### config.mk
export PLATFORM = sky130hd
export DESIGN_NAME = eap_mschapv2_packet_classifier_unit
export DESIGN_NICKNAME = d
export VERILOG_FILES = /design/src/rtl/emc_pkg.sv /design/src/rtl/eap_mschapv2_packet_classifier_unit.sv
export SDC_FILE = /design/constraint.sdc
export NUM_CORES = 1
export LEC_CHECK = 0
export ABC_AREA = 1
export BUFFER_PORTS_ARGS = -buffer_cell sky130_fd_sc_hd__buf_2
export CAP_MARGIN = 5
export CORE_AREA = 2 2 257 259
export CTS_CLUSTER_SIZE = 20
export DETAILED_ROUTE_END_ITERATION = 12
export DIE_AREA = 0 0 259 261
export SYNTH_ARGS = -nofsm -noshare
export SYNTH_HDL_FRONTEND = slang
export SYNTH_SLANG_ARGS = --single-unit
export TNS_END_PERCENT = 5
### constraint.sdc
create_clock -name clk -period 6.21 [get_ports clk]
set_input_delay 0.9315 -clock clk [delete_from_list [all_inputs] [get_ports clk]]
set_output_delay 0.9315 -clock clk [all_outputs]
set_load 0.01 [all_outputs]
### src/rtl/emc_pkg.sv
// ----------------------------------------------------------------------------
// EAP MS-CHAPv2 packet classifier package
// Result kinds, protocol codes, byte positions and the hex digit decoder.
// ----------------------------------------------------------------------------
`timescale 1ns / 1ps
`default_nettype none

package emc_pkg;

  typedef enum logic [2:0] {
    KIND_INVALID        = 3'd0,
    KIND_IDENTITY_REQ   = 3'd1,
    KIND_CHALLENGE      = 3'd2,
    KIND_RESULT_SUCCESS = 3'd3,
    KIND_RESULT_FAILURE = 3'd4,
    KIND_EAP_SUCCESS    = 3'd5,
    KIND_EAP_FAILURE    = 3'd6
  } kind_t;

  typedef enum logic [1:0] {
    CFG_DIGEST_UPPER  = 2'd0,
    CFG_DIGEST_MIDDLE = 2'd1,
    CFG_DIGEST_LOWER  = 2'd2
  } cfg_index_t;

  localparam logic [7:0] EAP_REQUEST   = 8'd1;
  localparam logic [7:0] EAP_SUCCESS   = 8'd3;
  localparam logic [7:0] EAP_FAILURE   = 8'd4;
  localparam logic [7:0] TYPE_IDENTITY = 8'd1;
  localparam logic [7:0] TYPE_MSCHAPV2 = 8'd26;
  localparam logic [7:0] OP_CHALLENGE  = 8'd1;
  localparam logic [7:0] OP_SUCCESS    = 8'd3;
  localparam logic [7:0] OP_FAILURE    = 8'd4;
  localparam logic [7:0] CHALLENGE_SIZE = 8'd16;
  localparam logic [7:0] CHAR_S        = 8'h53;
  localparam logic [7:0] CHAR_EQUALS   = 8'h3D;

  localparam logic [15:0] POS_CODE        = 16'd0;
  localparam logic [15:0] POS_IDENT       = 16'd1;
  localparam logic [15:0] POS_LEN_HI      = 16'd2;
  localparam logic [15:0] POS_LEN_LO      = 16'd3;
  localparam logic [15:0] POS_TYPE        = 16'd4;
  localparam logic [15:0] POS_OPCODE      = 16'd5;
  localparam logic [15:0] POS_INNER_IDENT = 16'd6;
  localparam logic [15:0] POS_INNER_HI    = 16'd7;
  localparam logic [15:0] POS_INNER_LO    = 16'd8;
  localparam logic [15:0] POS_VALUE_SIZE  = 16'd9;
  localparam logic [15:0] POS_VALUE_FIRST = 16'd10;
  localparam logic [15:0] POS_VALUE_END   = 16'd26;
  localparam logic [15:0] POS_HEX_FIRST   = 16'd11;
  localparam logic [15:0] POS_HEX_LAST    = 16'd50;

  localparam logic [15:0] LEN_HEADER      = 16'd4;
  localparam logic [15:0] LEN_TYPE        = 16'd5;
  localparam logic [15:0] LEN_RESULT      = 16'd9;
  localparam logic [15:0] LEN_CHALLENGE   = 16'd26;
  localparam logic [15:0] MIN_AUTH_MSG    = 16'd42;
  localparam logic [15:0] COUNT_MAX       = 16'hFFFF;

  // Returns {error, nibble}; only digits and uppercase A to F are accepted.
  function automatic logic [4:0] hex_decode(input logic [7:0] c);
    logic [4:0] r;
    if (c >= 8'h30 && c <= 8'h39) begin
      r = {1'b0, 4'(c - 8'h30)};
    end else if (c >= 8'h41 && c <= 8'h46) begin
      r = {1'b0, 4'(c - 8'h37)};
    end else begin
      r = 5'b1_0000;
    end
    return r;
  endfunction

endpackage

`default_nettype wire

### src/rtl/eap_mschapv2_packet_classifier_unit.sv
// ----------------------------------------------------------------------------
// EAP MS-CHAPv2 packet classifier
// Classifies one received EAP packet, byte by byte, and checks the S=
// authenticator of a success result against a configured 20-byte digest.
// ----------------------------------------------------------------------------
// Usage: packet bytes enter on the in_ stream, one byte per item, with
// in_tlast on the final byte of the buffer. Each byte within the header or
// the declared length updates the captured header fields and the digest
// check. The final byte produces one classification item on the out_
// stream, registered in the cycle after it is accepted. Packets may follow
// one another without a gap, and a new byte may be accepted in every cycle
// unless a final byte waits. If the receiver stalls on a held result, the
// non-final bytes of the next packet are still accepted; only a further
// final byte waits until the held result is taken. The cfg_ channel writes
// the three digest registers (index 0 upper, 1 middle, 2 lower) and is always
// ready. Synchronous active-low reset clears the digest registers, the packet
// progress and the output valid.
// ----------------------------------------------------------------------------
`timescale 1ns / 1ps
`default_nettype none

module eap_mschapv2_packet_classifier_unit (
  input  wire logic         clk,
  input  wire logic         rst_n,
  input  wire logic         in_tvalid,
  output logic              in_tready,
  input  wire logic [7:0]   in_tdata,   // data_byte
  input  wire logic         in_tlast,   // last_byte
  output logic              out_tvalid,
  input  wire logic         out_tready,
  // packet_kind[2:0], eap_ident[10:3], mschap_identifier[18:11],
  // challenge_high[82:19], challenge_low[146:83], message_length[162:147],
  // authenticator_ok[163], zero fill[167:164]
  output logic [167:0]      out_tdata,
  input  wire logic         cfg_valid,
  output logic              cfg_ready,
  input  wire logic [1:0]   cfg_index,
  input  wire logic [63:0]  cfg_data
);

  import emc_pkg::*;

  logic [63:0] digest_upper_r, digest_middle_r;
  logic [31:0] digest_lower_r;

  logic [15:0] byte_count_r, byte_count_nxt;
  logic [7:0]  code_byte_r, code_byte_nxt;
  logic [7:0]  ident_byte_r, ident_byte_nxt;
  logic [15:0] declared_length_r, declared_length_nxt;
  logic [7:0]  type_byte_r, type_byte_nxt;
  logic [7:0]  opcode_byte_r, opcode_byte_nxt;
  logic [7:0]  inner_ident_r, inner_ident_nxt;
  logic [15:0] inner_length_r, inner_length_nxt;
  logic [7:0]  value_size_r, value_size_nxt;
  logic [7:0]  challenge_r [16];
  logic [7:0]  challenge_nxt [16];
  logic        prefix_ok_r, prefix_ok_nxt;
  logic [3:0]  hex_high_r, hex_high_nxt;
  logic        hex_error_r, hex_error_nxt;
  logic        mismatch_r, mismatch_nxt;

  logic        out_valid_r;
  logic [167:0] out_data_r, out_data_nxt;

  logic        in_accept, out_accept, take;
  logic [7:0]  digest_bytes [20];
  logic [3:0]  store_idx;
  logic [5:0]  hex_pos;
  logic [4:0]  hex_val;
  logic [7:0]  full_byte;

  kind_t       kind;
  logic        len_ok;
  logic [7:0]  eid, mid;
  logic [63:0] chi, clo;
  logic [15:0] mlen, plen;
  logic        aok;

  assign cfg_ready  = 1'b1;
  assign out_tvalid = out_valid_r;
  assign out_tdata  = out_data_r;
  assign in_tready  = !out_valid_r || out_tready || !in_tlast;
  assign in_accept  = in_tvalid && in_tready;
  assign out_accept = out_valid_r && out_tready;

  always_comb begin
    for (int i = 0; i < 8; i++) begin
      digest_bytes[i]     = digest_upper_r[63 - 8 * i -: 8];
      digest_bytes[i + 8] = digest_middle_r[63 - 8 * i -: 8];
    end
    for (int i = 0; i < 4; i++) begin
      digest_bytes[i + 16] = digest_lower_r[31 - 8 * i -: 8];
    end
  end

  assign take      = (byte_count_r < LEN_HEADER) || (byte_count_r < declared_length_r);
  assign store_idx = byte_count_r[3:0] - 4'd10;
  assign hex_pos   = byte_count_r[5:0] - 6'd11;
  assign hex_val   = hex_decode(in_tdata);
  assign full_byte = {hex_high_r, hex_val[3:0]};

  always_comb begin
    byte_count_nxt      = byte_count_r;
    code_byte_nxt       = code_byte_r;
    ident_byte_nxt      = ident_byte_r;
    declared_length_nxt = declared_length_r;
    type_byte_nxt       = type_byte_r;
    opcode_byte_nxt     = opcode_byte_r;
    inner_ident_nxt     = inner_ident_r;
    inner_length_nxt    = inner_length_r;
    value_size_nxt      = value_size_r;
    challenge_nxt       = challenge_r;
    prefix_ok_nxt       = prefix_ok_r;
    hex_high_nxt        = hex_high_r;
    hex_error_nxt       = hex_error_r;
    mismatch_nxt        = mismatch_r;
    if (in_accept && take) begin
      case (byte_count_r)
        POS_CODE:        code_byte_nxt = in_tdata;
        POS_IDENT:       ident_byte_nxt = in_tdata;
        POS_LEN_HI:      declared_length_nxt = {in_tdata, declared_length_r[7:0]};
        POS_LEN_LO:      declared_length_nxt = {declared_length_r[15:8], in_tdata};
        POS_TYPE:        type_byte_nxt = in_tdata;
        POS_OPCODE:      opcode_byte_nxt = in_tdata;
        POS_INNER_IDENT: inner_ident_nxt = in_tdata;
        POS_INNER_HI:    inner_length_nxt = {in_tdata, inner_length_r[7:0]};
        POS_INNER_LO:    inner_length_nxt = {inner_length_r[15:8], in_tdata};
        POS_VALUE_SIZE:  value_size_nxt = in_tdata;
        default: begin
          if (byte_count_r >= POS_VALUE_FIRST && byte_count_r < POS_VALUE_END) begin
            challenge_nxt[store_idx] = in_tdata;
          end
          if (byte_count_r == POS_VALUE_FIRST) begin
            prefix_ok_nxt = (value_size_r == CHAR_S) && (in_tdata == CHAR_EQUALS);
          end
          if (byte_count_r >= POS_HEX_FIRST && byte_count_r <= POS_HEX_LAST) begin
            if (hex_val[4]) begin
              hex_error_nxt = 1'b1;
            end
            if (!hex_pos[0]) begin
              hex_high_nxt = hex_val[3:0];
            end else if (full_byte != digest_bytes[hex_pos[5:1]]) begin
              mismatch_nxt = 1'b1;
            end
          end
        end
      endcase
    end
    if (in_accept && byte_count_r != COUNT_MAX) begin
      byte_count_nxt = byte_count_r + 16'd1;
    end
  end

  always_comb begin
    plen   = declared_length_nxt;
    len_ok = (byte_count_nxt >= LEN_HEADER) && (plen >= LEN_HEADER) &&
             (plen <= byte_count_nxt);
    kind   = KIND_INVALID;
    eid    = 8'd0;
    mid    = 8'd0;
    chi    = 64'd0;
    clo    = 64'd0;
    mlen   = 16'd0;
    aok    = 1'b0;
    if (len_ok) begin
      if (code_byte_nxt == EAP_REQUEST && plen >= LEN_TYPE &&
          type_byte_nxt == TYPE_IDENTITY) begin
        kind = KIND_IDENTITY_REQ;
      end else if (code_byte_nxt == EAP_REQUEST && plen >= LEN_CHALLENGE &&
                   type_byte_nxt == TYPE_MSCHAPV2 && opcode_byte_nxt == OP_CHALLENGE &&
                   inner_length_nxt == plen - LEN_TYPE &&
                   value_size_nxt == CHALLENGE_SIZE) begin
        kind = KIND_CHALLENGE;
        mid  = inner_ident_nxt;
        for (int i = 0; i < 8; i++) begin
          chi[63 - 8 * i -: 8] = challenge_nxt[i];
          clo[63 - 8 * i -: 8] = challenge_nxt[i + 8];
        end
      end else if (code_byte_nxt == EAP_REQUEST && plen >= LEN_RESULT &&
                   type_byte_nxt == TYPE_MSCHAPV2 &&
                   (opcode_byte_nxt == OP_SUCCESS || opcode_byte_nxt == OP_FAILURE) &&
                   inner_length_nxt == plen - LEN_TYPE) begin
        kind = (opcode_byte_nxt == OP_SUCCESS) ? KIND_RESULT_SUCCESS : KIND_RESULT_FAILURE;
        mlen = plen - LEN_RESULT;
        aok  = (opcode_byte_nxt == OP_SUCCESS) && (mlen >= MIN_AUTH_MSG) &&
               prefix_ok_nxt && !hex_error_nxt && !mismatch_nxt;
      end else if (plen == LEN_HEADER &&
                   (code_byte_nxt == EAP_SUCCESS || code_byte_nxt == EAP_FAILURE)) begin
        kind = (code_byte_nxt == EAP_SUCCESS) ? KIND_EAP_SUCCESS : KIND_EAP_FAILURE;
      end
      if (kind != KIND_INVALID) begin
        eid = ident_byte_nxt;
      end
    end
    out_data_nxt = {4'd0, aok, mlen, clo, chi, mid, eid, kind};
  end

  always_ff @(posedge clk) begin
    if (!rst_n) begin
      digest_upper_r  <= 64'd0;
      digest_middle_r <= 64'd0;
      digest_lower_r  <= 32'd0;
    end else if (cfg_valid && cfg_ready) begin
      case (cfg_index)
        CFG_DIGEST_UPPER:  digest_upper_r  <= cfg_data;
        CFG_DIGEST_MIDDLE: digest_middle_r <= cfg_data;
        CFG_DIGEST_LOWER:  digest_lower_r  <= cfg_data[31:0];
        default: ;
      endcase
    end
  end

  always_ff @(posedge clk) begin
    if (!rst_n || (in_accept && in_tlast)) begin
      byte_count_r      <= 16'd0;
      code_byte_r       <= 8'd0;
      ident_byte_r      <= 8'd0;
      declared_length_r <= 16'd0;
      type_byte_r       <= 8'd0;
      opcode_byte_r     <= 8'd0;
      inner_ident_r     <= 8'd0;
      inner_length_r    <= 16'd0;
      value_size_r      <= 8'd0;
      prefix_ok_r       <= 1'b0;
      hex_high_r        <= 4'd0;
      hex_error_r       <= 1'b0;
      mismatch_r        <= 1'b0;
    end else begin
      byte_count_r      <= byte_count_nxt;
      code_byte_r       <= code_byte_nxt;
      ident_byte_r      <= ident_byte_nxt;
      declared_length_r <= declared_length_nxt;
      type_byte_r       <= type_byte_nxt;
      opcode_byte_r     <= opcode_byte_nxt;
      inner_ident_r     <= inner_ident_nxt;
      inner_length_r    <= inner_length_nxt;
      value_size_r      <= value_size_nxt;
      prefix_ok_r       <= prefix_ok_nxt;
      hex_high_r        <= hex_high_nxt;
      hex_error_r       <= hex_error_nxt;
      mismatch_r        <= mismatch_nxt;
    end
  end

  // The challenge bytes are read only for a challenge result, which implies
  // that all sixteen were written in the same packet.
  always_ff @(posedge clk) begin
    challenge_r <= challenge_nxt;
  end

  always_ff @(posedge clk) begin
    if (!rst_n) begin
      out_valid_r <= 1'b0;
    end else if (in_accept && in_tlast) begin
      out_valid_r <= 1'b1;
    end else if (out_accept) begin
      out_valid_r <= 1'b0;
    end
  end

  always_ff @(posedge clk) begin
    if (in_accept && in_tlast) begin
      out_data_r <= out_data_nxt;
    end
  end

endmodule

`default_nettype wire
==> tab_implementation.tex <==
\begin{tabular}{lr}
\hline
Metric & Value \\
\hline
\multicolumn{2}{l}{\textbf{Floorplanning}} \\
Starting utilization of the core area & between 30\% and 40\% \\
Boundary Pins & 251 \\
Core Rows & 94 \\
Horizontal die dimension & between 200 and 300 um \\
Floorplan die height & between 200 and 300 um \\
Die area & $\sim$68,000 um\^{}2 \\
Standard cell core area & $\sim$65,000 um\^{}2 \\
\multicolumn{2}{l}{\textbf{Timing}} \\
Slew at the pin closest to its max-slew limit & around 1.1 ns \\
Post-layout min period & approximately 5.2 ns \\
Setup repair after global routing missed its margin & no \\
Number of failing setup endpoints in the final timing report & 0 \\
Final hold viol count & 0 \\
Achievable Freq & between 150 and 200 MHz \\
Max-slew violation total from the final report & 0 \\
Worst clock skew on the final layout & between 0.03 and 0.04 ns \\
Tightest slew margin relative to the limit & approximately a quarter \\
Final sum of negative setup slack & 0 ns \\
Share of the clock period used by the worst path after layout & between 80\% and 90\% \\
\multicolumn{2}{l}{\textbf{Final layout}} \\
Highest-count cells in the layout ignoring fill and taps & 536 x sky130\_fd\_sc\_hd\_\_inv\_1, 528 x sky130\_fd\_sc\_hd\_\_nand2\_1, 463 x sky130\_fd\_sc\_hd\_\_nor2\_1, 441 x sky130\_fd\_sc\_hd\_\_o21ai\_0, 392 x sky130\_fd\_sc\_hd\_\_dfxtp\_1 \\
Number of nets at the end of the flow & around 3,600 \\
Non-filler cells in the finished layout & roughly 4,400 \\
Fraction of layout instances using a drive strength above 1 & roughly 14\% \\
Util after Layout & 45.2\% \\
Most common cell after layout, fill and taps aside & sky130\_fd\_sc\_hd\_\_inv\_1 \\
Final design area excluding fillers & about 29,000 um\^{}2 \\
Area delta synth->final & 14.7\% \\
\multicolumn{2}{l}{\textbf{Clock network}} \\
Clock buffer depth & 3 \\
Clk pin slew, worst setup/hold paths & 0.06 ns \\
TritonCTS clock tree & yes \\
Number of buffers inserted during clock tree synthesis & between 50 and 60 \\
Number of clock sinks & between 500 and 600 \\
H-Tree Depth & 2 \\
Clock latency on the worst-skew pair & $\sim$0.63 ns \\
\# Post-CTS Setup Buffers & 0 \\
PostCTS Resize Cnt & 0 \\
Cell at the root of the clock tree & sky130\_fd\_sc\_hd\_\_clkbuf\_16 \\
Count of hold buffers inserted by post-cts repair & 0 \\
\multicolumn{2}{l}{\textbf{Setup path}} \\
Critical path data arrival time & about 5.5 ns \\
Buffers plus inverters on the worst setup path & 3 \\
Highest fanout seen on the critical path & roughly 140 \\
Crit Path Category & flip-flop to flip-flop \\
Setup slack of the most critical reg-to-reg path & between 1 and 1.5 ns \\
Slowest CP cell & sky130\_fd\_sc\_hd\_\_dfxtp\_1 \\
Kind of launch point of the worst setup path & flip-flop \\
Required time of the critical path & $\sim$6.5 ns \\
CP top delay family & simple AND/OR/NAND/NOR gates \\
Biggest cell delay along the critical path & 0.59 ns \\
Kind of end point of the critical path & flip-flop \\
\multicolumn{2}{l}{\textbf{Synthesis}} \\
Fraction of synthesized cell area taken by the top area cell type & 30.6\% \\
Cell accounting for the most synthesized area & sky130\_fd\_sc\_hd\_\_dfxtp\_1 \\
Synth async-reset ratio & 0\% \\
FF+latch count, synth & approximately 560 \\
Sequential share of the synthesized area & between 40\% and 50\% \\
Synth cell types & a little under 60 \\
Flip-flop cell with the highest count after synthesis & sky130\_fd\_sc\_hd\_\_dfxtp\_1 \\
Synthesis Warnings & 0 \\
Netlist area before placement & $\sim$26,000 um\^{}2 \\
Leading post-synthesis cells by cell area & sky130\_fd\_sc\_hd\_\_dfxtp\_1 31\%, sky130\_fd\_sc\_hd\_\_edfxtp\_1 19\%, sky130\_fd\_sc\_hd\_\_o21ai\_0 8.6\% \\
Number of enable-type register cells in the synthesized netlist & $\sim$160 \\
Number of cells produced by synthesis & approximately 3,300 \\
Average footprint of a synthesized cell & a little under 8 um\^{}2 \\
\multicolumn{2}{l}{\textbf{GRT}} \\
Number of global-route vias before repair & 18,800 \\
All-layer global routing usage & about a fifth \\
Antenna violations before repair & 4 \\
Sum of overflow across all layers after global routing & 0 \\
First-pass GRT wire length & roughly 110,000 um \\
Largest net degree at the start of global routing & 137 \\
\multicolumn{2}{l}{\textbf{Route}} \\
Post-route met1 wirelength & 31,700 um \\
Average detailed-routed wire length per instance & around 16 um \\
Wire length on met3 & approximately 4100 um \\
Final antenna-violating net count & 0 \\
Drt pass-1 iters & 5 \\
Remaining routing DRC violations & 0 \\
Final wirelength & 69,500 um \\
DR top layer & met5 \\
Post-detailed-route via-to-cell ratio & about 4.8 \\
Vias post-DR & roughly 21,000 \\
Total met2 wirelength after detailed routing & roughly 32,000 um \\
Detailed Route Iter0 Violations & roughly 1,600 \\
\multicolumn{2}{l}{\textbf{Hold path}} \\
Worst hold-check path type & flip-flop to flip-flop \\
\multicolumn{2}{l}{\textbf{Place}} \\
Input/output buffers & 245 \\
Post-detail-place hpwl & roughly 47,000 um \\
Weighted congestion reported at the end of routability-driven placement & between 0.9 and 1 \\
Number of placed instances, taps included & 4,252 \\
Cell area after placement & between 20,000 and 30,000 um\^{}2 \\
\multicolumn{2}{l}{\textbf{Run status}} \\
Run status & finished, final reports clean \\
\multicolumn{2}{l}{\textbf{Flow run}} \\
Count of maximum capacitance violations & 0 \\
\multicolumn{2}{l}{\textbf{Pwr}} \\
Power density over the cells & about 280 nW/um\^{}2 \\
Total leakage power & about 15 nW \\
Maximum vdd drop & 0.000219 V \\
\hline
\end{tabular}
[worst min-delay path: cells and delay by family, from the launching register on]
family / cells / cell delay [ns]
flip-flops: 1 / 0.30
AO/OA/AOI/OAI: 1 / 0.05
buffers and inverters: 1 / 0.04
[layer usage]
metal  vias up  global-route usage, %
met5         -                      0
met4         6                   6.82
met3       117                   3.00
met2       549                   32.5
met1      9445                   27.8
li1      10700                      -
[logic make-up (layout without fill, tap and decap cells)]
| kind of cell | count (synthesis) | count (layout) | synth area share (%) |
|---|---|---|---|
| DFF | 556 | 556 | 49.8 |
| adders and majority gates | 41 | 41 | 2.00 |
| muxes | 18 | 18 | 0.746 |
| buffers and inverters | 724 | 930 | 11.3 |
| AOI/OAI and AO/OA | 657 | 657 | 13.6 |
| other | 2 | 6 | 0.0293 |
| and+or+nand+nor | 1250 | 1250 | 21.2 |
| xor gates and xnor gates | 38 | 38 | 1.30 |
[power breakdown]
part / switching [mW] / leakage (nW) / internal, mW
combinational: 0.599 / 8.77 / 0.258
sequential: 0.0402 / 4.83 / 3.83
clock: 1.51 / 0.981 / 2.15
[per-stage QoR]
step / setup slack (ns) / hold WS [ns] / total power [mW]
finish: 1.04 / 0.441 / 8.38
global route: 0.632 / 0.463 / 8.72
CTS: 1.21 / 0.443 / 8.46
detailed placement: 0.669 / 0.434 / 4.81
global placement: 0.785 / 0.430 / 4.80
floorplan: 0.785 / 0.420 / 4.53
[registers in the layout (all words and copies together) (netlist names), 16 cells and up]
register	flops
byte_count_r	16
challenge_r	128
declared_length_r	16
digest_lower_r	32
digest_middle_r	64
digest_upper_r	64
inner_length_r	16
out_tdata	164
[synth_stat cells, types with 5 or more instances]
cell type / number
sky130_fd_sc_hd__inv_1: 537
sky130_fd_sc_hd__nand2_1: 530
sky130_fd_sc_hd__nor2_1: 463
sky130_fd_sc_hd__o21ai_0: 441
sky130_fd_sc_hd__dfxtp_1: 392
sky130_fd_sc_hd__edfxtp_1: 164
sky130_fd_sc_hd__a21oi_1: 135
sky130_fd_sc_hd__nand3_1: 115
sky130_fd_sc_hd__clkbuf_1: 113
sky130_fd_sc_hd__ha_1: 41
sky130_fd_sc_hd__nor2_4: 39
sky130_fd_sc_hd__o211ai_1: 31
sky130_fd_sc_hd__xor2_1: 30
sky130_fd_sc_hd__nand4_1: 26
sky130_fd_sc_hd__buf_4: 21
sky130_fd_sc_hd__nor2_2: 19
sky130_fd_sc_hd__nor3_1: 18
sky130_fd_sc_hd__buf_2: 16
sky130_fd_sc_hd__inv_2: 15
sky130_fd_sc_hd__o31ai_1: 14
sky130_fd_sc_hd__buf_1: 13
sky130_fd_sc_hd__nand2_2: 11
sky130_fd_sc_hd__mux2_2: 9
sky130_fd_sc_hd__mux2i_1: 9
sky130_fd_sc_hd__o21ai_1: 8
sky130_fd_sc_hd__xnor2_1: 8
sky130_fd_sc_hd__a32oi_1: 5
sky130_fd_sc_hd__and3_1: 5
sky130_fd_sc_hd__nand3_2: 5
sky130_fd_sc_hd__nor4_1: 5
sky130_fd_sc_hd__o22ai_1: 5
[final timing paths]
| path | startpoint | depth (start not counted) | endpoint |
|---|---|---|---|
| worst max register to register | byte_count_r[0] | 25 | out_tdata[98] |
| worst min-delay path | digest_lower_r[30] | 2 | digest_lower_r[30] |
| worst min register to register | digest_lower_r[30] | 2 | digest_lower_r[30] |
| worst max-delay path | byte_count_r[0] | 25 | out_tdata[98] |
[area by class of cell]
cell class | count | area, um^2
fillers | 6555 | 35600
flip-flops and latches | 556 | 12800
multi-input cells | 2009 | 10000
inverters | 555 | 2090
clock buffers | 86 | 1700
repair buffers | 268 | 1430
well taps | 864 | 1080
clock inverters | 21 | 305
diodes | 1 | 2.50
Power figures use the tool's default switching activity.
